===== src/hw/rtl/rti_pkg.sv =====
package rti_pkg;

  localparam int MAX_DEPTH   = 31;
  localparam int DEPTH_W     = 5;
  localparam int NSP_W       = 6;
  localparam int SPL_W       = 2;
  localparam int QUEUE_DEPTH = 2;
  localparam int QPTR_W      = $clog2(QUEUE_DEPTH);
  localparam int QCNT_W      = $clog2(QUEUE_DEPTH + 1);
  localparam int WPOS_W      = 3;

  localparam logic [SPL_W-1:0] SPL_RESET = 2'd2;
  localparam logic [SPL_W-1:0] SPL_MAX   = 2'd2;

  localparam logic [7:0] CH_LF     = 8'h0A;
  localparam logic [7:0] CH_TAB    = 8'h09;
  localparam logic [7:0] CH_CR     = 8'h0D;
  localparam logic [7:0] CH_SPACE  = 8'h20;
  localparam logic [7:0] CH_DQUOTE = 8'h22;
  localparam logic [7:0] CH_SQUOTE = 8'h27;
  localparam logic [7:0] CH_SLASH  = 8'h2F;
  localparam logic [7:0] CH_SEMI   = 8'h3B;
  localparam logic [7:0] CH_LBRACK = 8'h5B;
  localparam logic [7:0] CH_BSLASH = 8'h5C;
  localparam logic [7:0] CH_RBRACK = 8'h5D;
  localparam logic [7:0] CH_USCORE = 8'h5F;
  localparam logic [7:0] CH_LBRACE = 8'h7B;
  localparam logic [7:0] CH_RBRACE = 8'h7D;
  localparam logic [7:0] CH_0      = 8'h30;
  localparam logic [7:0] CH_9      = 8'h39;
  localparam logic [7:0] CH_UA     = 8'h41;
  localparam logic [7:0] CH_UZ     = 8'h5A;
  localparam logic [7:0] CH_LA     = 8'h61;
  localparam logic [7:0] CH_LZ     = 8'h7A;

  localparam logic [WPOS_W-1:0] WORD_RET_LEN = 3'd6;

  // one request handed from classifier to emitter
  typedef struct packed {
    logic [7:0]       data;
    logic             brk_pre;
    logic             brk_post;
    logic [NSP_W-1:0] nsp;
  } rti_cmd_t;

  typedef struct packed {
    logic busy;
    logic pop;
  } rti_back_sts_t;

endpackage


===== src/hw/rtl/rti_ifs.sv =====
interface rti_in_if;
  logic       valid;
  logic       ready;
  logic [7:0] in_byte;
  modport source (output valid, output in_byte, input ready);
  modport sink (input valid, input in_byte, output ready);
endinterface

interface rti_out_if;
  logic       valid;
  logic       ready;
  logic [7:0] out_byte;
  logic       last;
  modport source (output valid, output out_byte, output last, input ready);
  modport sink (input valid, input out_byte, input last, output ready);
endinterface

interface rti_cfg_if;
  logic       valid;
  logic       ready;
  logic [1:0] spaces_per_level;
  modport source (output valid, output spaces_per_level, input ready);
  modport sink (input valid, input spaces_per_level, output ready);
endinterface


===== src/hw/rtl/rti_front.sv =====
module rti_front (
  input  logic              clk,
  input  logic              rst_n,
  rti_in_if.sink            in_ch,
  rti_cfg_if.sink           cfg_ch,
  input  logic              q_full,
  output logic              q_push,
  output rti_pkg::rti_cmd_t q_cmd
);
  import rti_pkg::*;

  logic [SPL_W-1:0]   spl_r;
  logic [DEPTH_W-1:0] depth_r, depth_nxt, dep_use;
  logic               dq_r, dq_nxt;
  logic               sq_r, sq_nxt;
  logic               rx_r, rx_nxt;
  logic               cc_r, cc_nxt;
  logic               skip_r, skip_nxt;
  logic [7:0]         prev_r;
  logic [WPOS_W-1:0]  wpos_r, wpos_nxt;
  logic               wother_r, wother_nxt;

  logic [7:0]       c;
  logic             quoted, word_empty, word_is_ret, esc;
  logic             pre, post;
  logic [SPL_W-1:0] sp_eff;
  logic [NSP_W-1:0] nsp;

  function automatic logic is_word_byte(input logic [7:0] b);
    return (b >= CH_0 && b <= CH_9) || (b >= CH_LA && b <= CH_LZ) ||
           (b >= CH_UA && b <= CH_UZ) || b == CH_USCORE;
  endfunction

  function automatic logic is_space_byte(input logic [7:0] b);
    return b == CH_SPACE || (b >= CH_TAB && b <= CH_CR);
  endfunction

  function automatic logic [7:0] ret_char(input logic [WPOS_W-1:0] pos);
    logic [7:0] r;
    unique case (pos)
      3'd0:    r = 8'h72;
      3'd1:    r = 8'h65;
      3'd2:    r = 8'h74;
      3'd3:    r = 8'h75;
      3'd4:    r = 8'h72;
      3'd5:    r = 8'h6E;
      default: r = 8'h00;
    endcase
    return r;
  endfunction

  assign c           = in_ch.in_byte;
  assign in_ch.ready = !q_full;
  assign q_push      = in_ch.valid && !q_full;
  assign cfg_ch.ready = 1'b1;

  assign quoted      = dq_r || sq_r || rx_r;
  assign word_empty  = (wpos_r == '0) && !wother_r;
  assign word_is_ret = (wpos_r == WORD_RET_LEN) && !wother_r;
  assign esc         = prev_r == CH_BSLASH;

  always_comb begin
    depth_nxt = depth_r;
    dep_use   = depth_r;
    dq_nxt    = dq_r;
    sq_nxt    = sq_r;
    rx_nxt    = rx_r;
    cc_nxt    = cc_r;
    skip_nxt  = skip_r;
    pre       = 1'b0;
    post      = 1'b0;
    unique case (c)
      CH_SEMI: begin
        post = !quoted;
      end
      CH_LBRACE: begin
        if (!quoted) begin
          if (word_is_ret) begin
            skip_nxt = 1'b1;
          end else begin
            pre = 1'b1;
            if (depth_r < DEPTH_W'(MAX_DEPTH)) depth_nxt = depth_r + 1'b1;
          end
        end
      end
      CH_RBRACE: begin
        if (!quoted && !skip_r) begin
          if (depth_r != '0) depth_nxt = depth_r - 1'b1;
          dep_use = depth_nxt;
          pre = prev_r != CH_LBRACE;
        end
      end
      CH_DQUOTE: begin
        if (!sq_r && !rx_r && !esc && !cc_r) dq_nxt = !dq_r;
      end
      CH_SQUOTE: begin
        if (!dq_r && !rx_r) sq_nxt = !sq_r;
      end
      CH_SLASH: begin
        if (!sq_r && !dq_r && !esc && !cc_r) begin
          if (!rx_r) begin
            if (word_empty || word_is_ret) rx_nxt = 1'b1;
          end else begin
            rx_nxt = 1'b0;
          end
        end
      end
      CH_LBRACK: begin
        if (rx_r && !esc) cc_nxt = 1'b1;
      end
      CH_RBRACK: begin
        if (cc_r && !esc) cc_nxt = 1'b0;
      end
      default: begin
        pre = (prev_r == CH_RBRACE || prev_r == CH_LBRACE) && !quoted && !skip_r;
        if (prev_r == CH_RBRACE && skip_r) skip_nxt = 1'b0;
      end
    endcase
  end

  always_comb begin
    wpos_nxt   = wpos_r;
    wother_nxt = wother_r;
    if (is_word_byte(c)) begin
      if (!wother_r) begin
        if (wpos_r < WORD_RET_LEN && c == ret_char(wpos_r)) wpos_nxt = wpos_r + 1'b1;
        else wother_nxt = 1'b1;
      end
    end else if (!is_space_byte(c)) begin
      wpos_nxt   = '0;
      wother_nxt = 1'b0;
    end
  end

  assign sp_eff = (spl_r > SPL_MAX) ? SPL_MAX : spl_r;

  always_comb begin
    unique case (sp_eff)
      2'd0:    nsp = '0;
      2'd1:    nsp = NSP_W'(dep_use);
      default: nsp = NSP_W'({dep_use, 1'b0});
    endcase
  end

  assign q_cmd.data     = c;
  assign q_cmd.brk_pre  = pre;
  assign q_cmd.brk_post = post;
  assign q_cmd.nsp      = nsp;

  always_ff @(posedge clk) begin
    if (!rst_n) begin
      spl_r    <= SPL_RESET;
      depth_r  <= '0;
      dq_r     <= 1'b0;
      sq_r     <= 1'b0;
      rx_r     <= 1'b0;
      cc_r     <= 1'b0;
      skip_r   <= 1'b0;
      prev_r   <= '0;
      wpos_r   <= '0;
      wother_r <= 1'b0;
    end else begin
      if (cfg_ch.valid) spl_r <= cfg_ch.spaces_per_level;
      if (q_push) begin
        depth_r  <= depth_nxt;
        dq_r     <= dq_nxt;
        sq_r     <= sq_nxt;
        rx_r     <= rx_nxt;
        cc_r     <= cc_nxt;
        skip_r   <= skip_nxt;
        prev_r   <= c;
        wpos_r   <= wpos_nxt;
        wother_r <= wother_nxt;
      end
    end
  end

endmodule


===== src/hw/rtl/rti_queue.sv =====
module rti_queue (
  input  logic                       clk,
  input  logic                       rst_n,
  input  logic                       push,
  input  rti_pkg::rti_cmd_t          push_cmd,
  input  logic                       pop,
  output logic                       full,
  output logic                       empty,
  output logic [rti_pkg::QCNT_W-1:0] count,
  output rti_pkg::rti_cmd_t          head
);
  import rti_pkg::*;

  rti_cmd_t          mem [QUEUE_DEPTH];
  logic [QPTR_W-1:0] wr_ptr_r, rd_ptr_r;
  logic [QCNT_W-1:0] cnt_r;

  assign full  = cnt_r == QCNT_W'(QUEUE_DEPTH);
  assign empty = cnt_r == '0;
  assign count = cnt_r;
  assign head  = mem[rd_ptr_r];

  always_ff @(posedge clk) begin
    if (push) mem[wr_ptr_r] <= push_cmd;
  end

  always_ff @(posedge clk) begin
    if (!rst_n) begin
      wr_ptr_r <= '0;
      rd_ptr_r <= '0;
      cnt_r    <= '0;
    end else begin
      if (push) wr_ptr_r <= wr_ptr_r + 1'b1;
      if (pop) rd_ptr_r <= rd_ptr_r + 1'b1;
      if (push && !pop) cnt_r <= cnt_r + 1'b1;
      else if (pop && !push) cnt_r <= cnt_r - 1'b1;
    end
  end

endmodule


===== src/hw/rtl/rti_back.sv =====
module rti_back (
  input  logic                  clk,
  input  logic                  rst_n,
  input  logic                  q_empty,
  input  rti_pkg::rti_cmd_t     q_head,
  rti_out_if.source             out_ch,
  output rti_pkg::rti_back_sts_t sts
);
  import rti_pkg::*;

  typedef enum logic [4:0] {
    ST_START   = 5'b00001,
    ST_PRE_SP  = 5'b00010,
    ST_BYTE    = 5'b00100,
    ST_POST_NL = 5'b01000,
    ST_POST_SP = 5'b10000
  } state_t;

  state_t           state_r, state_nxt;
  logic [NSP_W-1:0] cnt_r, cnt_nxt;
  logic             out_valid_r, out_valid_nxt;
  logic [7:0]       out_byte_r, out_byte_nxt;
  logic             out_last_r, out_last_nxt;
  logic             adv, emit, pop;

  assign adv = !out_valid_r || out_ch.ready;

  always_comb begin
    state_nxt    = state_r;
    cnt_nxt      = cnt_r;
    emit         = 1'b0;
    pop          = 1'b0;
    out_byte_nxt = out_byte_r;
    out_last_nxt = out_last_r;
    if (adv && !q_empty) begin
      emit = 1'b1;
      unique case (state_r)
        ST_START: begin
          if (q_head.brk_pre) begin
            out_byte_nxt = CH_LF;
            out_last_nxt = 1'b0;
            cnt_nxt      = q_head.nsp;
            state_nxt    = (q_head.nsp != '0) ? ST_PRE_SP : ST_BYTE;
          end else begin
            out_byte_nxt = q_head.data;
            out_last_nxt = !q_head.brk_post;
            if (q_head.brk_post) state_nxt = ST_POST_NL;
            else pop = 1'b1;
          end
        end
        ST_PRE_SP: begin
          out_byte_nxt = CH_SPACE;
          out_last_nxt = 1'b0;
          cnt_nxt      = cnt_r - 1'b1;
          if (cnt_r == NSP_W'(1)) state_nxt = ST_BYTE;
        end
        ST_BYTE: begin
          out_byte_nxt = q_head.data;
          out_last_nxt = !q_head.brk_post;
          if (q_head.brk_post) begin
            state_nxt = ST_POST_NL;
          end else begin
            pop       = 1'b1;
            state_nxt = ST_START;
          end
        end
        ST_POST_NL: begin
          out_byte_nxt = CH_LF;
          out_last_nxt = q_head.nsp == '0;
          cnt_nxt      = q_head.nsp;
          if (q_head.nsp == '0) begin
            pop       = 1'b1;
            state_nxt = ST_START;
          end else begin
            state_nxt = ST_POST_SP;
          end
        end
        ST_POST_SP: begin
          out_byte_nxt = CH_SPACE;
          out_last_nxt = cnt_r == NSP_W'(1);
          cnt_nxt      = cnt_r - 1'b1;
          if (cnt_r == NSP_W'(1)) begin
            pop       = 1'b1;
            state_nxt = ST_START;
          end
        end
        default: begin
          emit      = 1'b0;
          state_nxt = ST_START;
        end
      endcase
    end
  end

  always_comb begin
    out_valid_nxt = out_valid_r;
    if (emit) out_valid_nxt = 1'b1;
    else if (out_ch.ready) out_valid_nxt = 1'b0;
  end

  always_ff @(posedge clk) begin
    if (!rst_n) begin
      state_r     <= ST_START;
      cnt_r       <= '0;
      out_valid_r <= 1'b0;
    end else begin
      state_r     <= state_nxt;
      cnt_r       <= cnt_nxt;
      out_valid_r <= out_valid_nxt;
    end
  end

  always_ff @(posedge clk) begin
    out_byte_r <= out_byte_nxt;
    out_last_r <= out_last_nxt;
  end

  assign out_ch.valid    = out_valid_r;
  assign out_ch.out_byte = out_byte_r;
  assign out_ch.last     = out_last_r;
  assign sts.busy        = state_r != ST_START;
  assign sts.pop         = pop;

endmodule


===== src/hw/rtl/script_text_reindenter.sv =====
// Path: an accepted byte is written into the request queue, then the emitter registers its results onto out_ch.
// Throughput: one output byte per cycle from the emitter while out_ch is ready; an input byte that causes
// N results (1 to 64: newline, indentation spaces, the byte) holds the emitter until all N are out.
// The classifier takes one byte per cycle until the two-entry request queue fills.
// Reset (rst_n low, synchronous): depth, literal modes, word tracking and queue cleared,
// spaces_per_level returns to 2, out_ch.valid drops.
module script_text_reindenter (
  input logic       clk,
  input logic       rst_n,
  rti_in_if.sink    in_ch,
  rti_out_if.source out_ch,
  rti_cfg_if.sink   cfg_ch
);
  import rti_pkg::*;

  logic              q_push, q_full, q_empty;
  logic [QCNT_W-1:0] q_count;
  rti_cmd_t          push_cmd, q_head;
  rti_back_sts_t     back_sts;

  rti_front u_front (
    .clk    (clk),
    .rst_n  (rst_n),
    .in_ch  (in_ch),
    .cfg_ch (cfg_ch),
    .q_full (q_full),
    .q_push (q_push),
    .q_cmd  (push_cmd)
  );

  rti_queue u_queue (
    .clk      (clk),
    .rst_n    (rst_n),
    .push     (q_push),
    .push_cmd (push_cmd),
    .pop      (back_sts.pop),
    .full     (q_full),
    .empty    (q_empty),
    .count    (q_count),
    .head     (q_head)
  );

  rti_back u_back (
    .clk     (clk),
    .rst_n   (rst_n),
    .q_empty (q_empty),
    .q_head  (q_head),
    .out_ch  (out_ch),
    .sts     (back_sts)
  );

  a_queue_bound: assert property (@(posedge clk) disable iff (!rst_n)
    q_count <= QCNT_W'(QUEUE_DEPTH))
    else $error("request queue count beyond depth");

  a_no_pop_empty: assert property (@(posedge clk) disable iff (!rst_n)
    back_sts.pop |-> !q_empty)
    else $error("pop from empty request queue");

  a_mid_request: assert property (@(posedge clk) disable iff (!rst_n)
    (out_ch.valid && !out_ch.last) |-> back_sts.busy)
    else $error("non-final output byte while emitter idle");

  a_reset_quiet: assert property (@(posedge clk)
    !rst_n |=> !out_ch.valid)
    else $error("output valid right after reset");

endmodule


===== src/flat_wrapper.sv =====
// flat-port wrapper written by rule: the top's interface ports become plain ports
module script_text_reindenter_flat import rti_pkg::*;
  (clk, rst_n, in_ch_valid, in_ch_in_byte, in_ch_ready, out_ch_valid, out_ch_out_byte, out_ch_last, out_ch_ready, cfg_ch_valid, cfg_ch_spaces_per_level, cfg_ch_ready);
  rti_in_if in_ch_i ();
  rti_out_if out_ch_i ();
  rti_cfg_if cfg_ch_i ();
  input logic clk;
  input logic rst_n;
  input wire logic [$bits(in_ch_i.valid)-1:0] in_ch_valid;
  input wire logic [$bits(in_ch_i.in_byte)-1:0] in_ch_in_byte;
  output wire logic [$bits(in_ch_i.ready)-1:0] in_ch_ready;
  output wire logic [$bits(out_ch_i.valid)-1:0] out_ch_valid;
  output wire logic [$bits(out_ch_i.out_byte)-1:0] out_ch_out_byte;
  output wire logic [$bits(out_ch_i.last)-1:0] out_ch_last;
  input wire logic [$bits(out_ch_i.ready)-1:0] out_ch_ready;
  input wire logic [$bits(cfg_ch_i.valid)-1:0] cfg_ch_valid;
  input wire logic [$bits(cfg_ch_i.spaces_per_level)-1:0] cfg_ch_spaces_per_level;
  output wire logic [$bits(cfg_ch_i.ready)-1:0] cfg_ch_ready;
  assign in_ch_i.valid = in_ch_valid;
  assign in_ch_i.in_byte = in_ch_in_byte;
  assign in_ch_ready = in_ch_i.ready;
  assign out_ch_valid = out_ch_i.valid;
  assign out_ch_out_byte = out_ch_i.out_byte;
  assign out_ch_last = out_ch_i.last;
  assign out_ch_i.ready = out_ch_ready;
  assign cfg_ch_i.valid = cfg_ch_valid;
  assign cfg_ch_i.spaces_per_level = cfg_ch_spaces_per_level;
  assign cfg_ch_ready = cfg_ch_i.ready;
  script_text_reindenter u_core (.clk(clk), .rst_n(rst_n), .in_ch(in_ch_i), .out_ch(out_ch_i), .cfg_ch(cfg_ch_i));
endmodule

===== config.mk =====
export PLATFORM = sky130hd
export DESIGN_NAME = script_text_reindenter_flat
export DESIGN_NICKNAME = d
export VERILOG_FILES = /design/src/hw/rtl/rti_pkg.sv /design/src/hw/rtl/rti_ifs.sv /design/src/hw/rtl/rti_front.sv /design/src/hw/rtl/rti_queue.sv /design/src/hw/rtl/rti_back.sv /design/src/hw/rtl/script_text_reindenter.sv /design/src/flat_wrapper.sv
export SDC_FILE = /design/constraint.sdc
export NUM_CORES = 1
export LEC_CHECK = 0
export BUFFER_PORTS_ARGS = -buffer_cell sky130_fd_sc_hd__buf_2
export CAP_MARGIN = 40
export CORE_AREA = 2 2 83 105
export DETAILED_ROUTE_END_ITERATION = 7
export DIE_AREA = 0 0 85 107
export GPL_TIMING_DRIVEN = 0
export PLACE_DENSITY = 0.72
export SLEW_MARGIN = 0
export SYNTH_ARGS = -nofsm -noshare
export SYNTH_HDL_FRONTEND = slang
export SYNTH_SLANG_ARGS = --single-unit
export TNS_END_PERCENT = 50

===== constraint.sdc =====
create_clock -name clk -period 4.9 [get_ports clk]
set_input_delay 0.98 -clock clk [delete_from_list [all_inputs] [get_ports clk]]
set_output_delay 0.98 -clock clk [all_outputs]
set_load 0.01 [all_outputs]

After elaboration in Yosys (flattened, before gate mapping):

Memories as Yosys holds them, arrays and structs flattened. A register that Yosys moved wholly into a read port is not among the register bits.
Cells that the tools add are included.
W data, S select, Z words.

* $add $sub $neg: 8
* $lt $le $gt $ge: 11
* eq/ne operators: 42
* muxes and demuxes: 64
* bitwise operators: 1
* reduce and logical (&&, ||, !) cells: 78

Operators with widths (count)
* $eq A8 B7 Y1 const B: 8
* $mux W5: 11
* $eq A8 B6 Y1 const B: 5
* $pmux W7 S5: 1
* $pmux W8 S4: 1
* $mux W1: 29
* $pmux W5 S5: 1
* $logic_and A1 B1 Y1: 24
* $mux W8: 3
* $ne A2 B2 Y1 const B: 10
* $pmux W6 S3: 1
* $ge A8 B7 Y1 const B: 2
* $le A8 B7 Y1 const B: 2
* $mux W3: 5
* $logic_not A1 Y1: 14
* $pmux W6 S2: 1
* $reduce_and A3 Y1: 4
* $reduce_and A4 Y1: 3
* $pmux W5 S2: 1
* $reduce_and A5 Y1: 2
* $reduce_bool A2 Y1: 5
* $reduce_bool A5 Y1: 2
* $eq A3 B3 Y1 const B: 3
* $logic_or A1 B1 Y1: 9
* other kinds (47): 57

* flip-flop bits (word level): 49
* bits in writable memories: 32
* input bits: 15
* output and inout bits: 12
* word-level logic and storage cells: 223
* memories: 1

Memory list
* u_core.u_queue.mem: depth 2, width 16, read ports 1, clocked after Yosys merged registers in 1, wr ports 1, RTL line rti_queue.sv:14 `rti_cmd_t mem [QUEUE_DEPTH];`

Longest topological paths before layout:

* word-level depth: 11
* mapped depth: 10
* mapped depth without buffers: 10

By module:

Synthesis repeated with hierarchy kept, for this count alone.

* cell total of the unflattened synthesis: 512
* area, all modules: 4813.4 um^2

By module, submodules not included
* rti_front: instances 1, cells each 276, area each 2079.5 um^2, seq. area each 480.5 um^2
* rti_queue: instances 1, cells each 72, area each 1372.6 um^2, seq. area each 1061.0 um^2
* rti_back: instances 1, cells each 164, area each 1361.3 um^2, seq. area each 510.5 um^2

Least setup slack after synthesis:

Ideal clock, no wire load.

* kind: input to register
* start: input port in_ch_in_byte[0]
* end: memory u_core.u_queue.mem[0][4] (netlist name), data pin
* arrival: 2.379 ns
* setup slack: 2.242 ns
* stages on the path: 6
* buffers on the path: 1
* path through: buf_2 nand4b_1 nor4_1 nand3_1 o31ai_1 o22ai_1

RTL lines
* start, declared: RTL line flat_wrapper.sv:10 `input wire logic [$bits(in_ch_i.in_byte)-1:0] in_ch_in_byte;`
* end, declared: RTL line rti_queue.sv:14

==> flow_metrics.tcl <==
set metrics [dict create \
    area_growth_pct 10.1 \
    fin_hold_ws_ns 0.461 \
    status "finished clean" \
    ys_seq_elements 82 \
    dr.pass1.iters 5 \
    leakage_uw 0.00174 \
    grt_overflow 0 \
    fin_worst_skew_ns 0.0110 \
    antenna_found_initial 0 \
    syn-mean-instance-area_um2 9.57 \
    ir_drop_uv 293 \
    fmax_mhz 330 \
    grt_max_degree 17 \
    die-width_um 85 \
    switchingPower_uw 776 \
    finalWirelength_mm 9.82 \
    clockBufferDepth 2 \
    arrival_ns 3.12 \
    async_reset_ff_share_pct 0 \
    cts_buffers 9 \
    portBuffers 25 \
    vias_per_cell 5.99 \
    die_h_um 107 \
    worstHoldPathType "flop to flop" \
    hold_path_end "u_core.u_front.prev_r[7]$_SDFFE_PN0P_" \
    row_count 37 \
    synth_area_mm2 0.00439 \
    final_cell_mix "nand2_1 (50), dfxtp_1 (41), edfxtp_1 (41), a21oi_1 (38), nor2_1 (35)" \
    post-cts-setup-buffer-count 0 \
    layout_commonest_cell "nand2_1" \
    crit_fanout 9 \
    p_int_uw 1360 \
    dr_total_vias 3582 \
    final_antenna_net_count 0 \
    regToRegSetupSlack_ns 2.10 \
    end_kind "flop" \
    relSlewSlack_pct 41.3 \
    ff2ff_path_depth 7 \
    worst_slew_pin_slew_ns 0.877 \
    core-area_mm2 0.00810 \
    ys.flop_type "edfxtp_1" \
    hold_depth 2 \
    clk_latency_ns 0.38 \
    netlist_instances 459 \
    cts.sinks 82 \
    required_ns 4.99 \
    yosysTopAreaCellShare_pct 28.0 \
    pwr_density_cell_mw_per_mm2 442 \
    final_util_pct 59.6 \
    yosysUniqueCellTypes 71 \
    combPwrFrac_pct 33.9 \
    worstSetupPathType "input pin to flop" \
    multi_input_area_mm2 0.00215 \
    hold_buffers 0 \
    drtIter0Drc 166 \
    timing.rr.end "u_core.u_queue.count[1]$_SDFFE_PN0P_" \
    cts_tree "done" \
    drive_gt1_share_pct 14.8 \
    slew_violations 0 \
    yosys_warnings 0 \
    grt_pass1_vias 3532 \
    drc_errors 0 \
    reg2reg_from "u_core.u_queue.mem[1][2]$_DFFE_PP_" \
    fin_crit_ns 3.03 \
    hpwlAfterDp_mm 7.26 \
    rsz0062_at_grt "false" \
    synth_nets 484 \
    seq_area_mm2 0.00205 \
    die_area_mm2 0.00910 \
    hold_viol 0 \
    worstSetupStartpointType "input pin" \
    start_util_pct 54.2 \
    switching_share_pct 36.3 \
    maxCapViolations 0 \
    setup_viol 0 \
    avgRoutedWirePerCell_um 16.4 \
    cts-root-buf "clkbuf_8" \
    power_frac_seq_pct 44.3 \
    yosys.area.top_type "edfxtp_1" \
    htree_levels 3 \
    ys_top_cells_by_area "edfxtp_1 (28%), dfxtp_1 (19%), mux2i_1 (4.8%), a21oi_1 (4.3%), nand2_1 (4.3%)" \
    final.fill_count 718 \
    synth_edf_count 41 \
    min-delay-start "u_core.u_front.prev_r[7]$_SDFFE_PN0P_" \
    io_pins 27 \
    grt_pass1_wl_mm 16.4 \
    yosysSeqAreaShare_pct 46.7 \
    gp_congestion 0.881 \
    n_antenna_cell 0 \
    track_usage_pct 22.8 \
    final.setup.tns_ns 0 \
    clk_pin_slew_ns 0.08 \
    p_clk_share_pct 21.8 \
    final_nets 521 \
    cts_resized 0 \
    fin_crit_sh_pct 61.8 \
]
## state kept, by name, indices dropped and copies added (netlist names), named ones only
register and flops:
u_core.u_front.skip_r 1, u_core.u_back.out_ch.valid 1, u_core.u_front.wother_r 1, u_core.u_queue.wr_ptr_r 1
u_core.u_front.prev_r 8, u_core.u_queue.count 2, u_core.u_front.spl_r 2, u_core.u_front.sq_r 1
u_core.u_front.dq_r 1, u_core.u_queue.mem 32, u_core.u_front.cc_r 1, u_core.u_front.rx_r 1
u_core.u_back.cnt_r 6, u_core.u_front.depth_r 5, u_core.u_front.wpos_r 3, u_core.u_back.out_ch.last 1
u_core.u_queue.rd_ptr_r 1, u_core.u_back.state_r 5, u_core.u_back.out_ch.out_byte 8
## logic make-up after synthesis
family / after synthesis / synth area share, %
AOI/OAI and AO/OA: 111 / 17.3
xor gates and xnor gates: 9 / 1.80
adders and majority gates: 10 / 2.85
buffers and inverters: 43 / 4.22
DFF: 82 / 46.7
muxes: 23 / 5.30
other: 1 / 0.0854
and+or+nand+nor: 180 / 21.7
## cell usage after synthesis, types with 10 or more instances
cell type,number
nand2_1,50
dfxtp_1,41
edfxtp_1,41
a21oi_1,38
nor2_1,35
mux2i_1,21
nor3_1,19
inv_1,18
o21ai_0,17
nand3_1,14
clkbuf_1,10
ha_1,10
## how the worst max path moves through the flow
stage / to / start / cells after the start
finish: u_core.u_queue.mem[1][4]$_DFFE_PP_ / in_ch_in_byte[0] / 7
global route: u_core.u_queue.mem[1][4]$_DFFE_PP_ / in_ch_in_byte[0] / 7
CTS: u_core.u_queue.mem[1][4]$_DFFE_PP_ / in_ch_in_byte[0] / 7
detailed placement: u_core.u_queue.mem[1][4]$_DFFE_PP_ / in_ch_in_byte[0] / 7
global placement: u_core.u_queue.mem[1][4]$_DFFE_PP_ / in_ch_in_byte[0] / 7
floorplan: u_core.u_queue.mem[0][4]$_DFFE_PP_ / in_ch_in_byte[0] / 6
## stage by stage
stage	instance area (um2)	power (uW)	worst slack, ns	cells
after floorplan	4390	1480	2.24	459
after global placement	4640	1660	1.50	581
after detailed placement	4640	1680	1.54	582
after CTS	4830	2150	1.91	598
after global routing	4830	2270	1.61	598
final	4830	2140	1.87	598
## worst max-delay path: stages
cell      delay, ns
buf_2          0.10
buf_2          0.20
nand4b_1       0.35
nor4_1         0.58
nand3_1        0.25
o31ai_1        0.49
o22ai_1        0.17
## metal layers
metal / vias to the layer above / routed length (um) / track usage (%)
met5: - / 0 / 0
met4: 0 / 211 / 10.9
met3: 15 / 317 / 3.77
met2: 80 / 5170 / 40.8
met1: 1715 / 4120 / 26.2
li1: 1772 / - / -
## layout make-up
class	instances	share of cell area, %
multi-input cells	334	44.6
clock inverters	6	1.04
inverters	18	1.40
plain buffers	25	2.43
clock buffers	10	2.85
well taps	97	2.51
repair buffers	26	2.74
flip-flops and latches	82	42.5
## power by group through the flow
stage	sequential, uW	combinational, uW	clock, uW
finish	947	725	465
floorplan	971	511	0
detailed placement	963	720	0
global route	963	803	501
CTS	947	722	475
global placement	958	700	0
No activity file was read; power rests on OpenSTA's default activity.
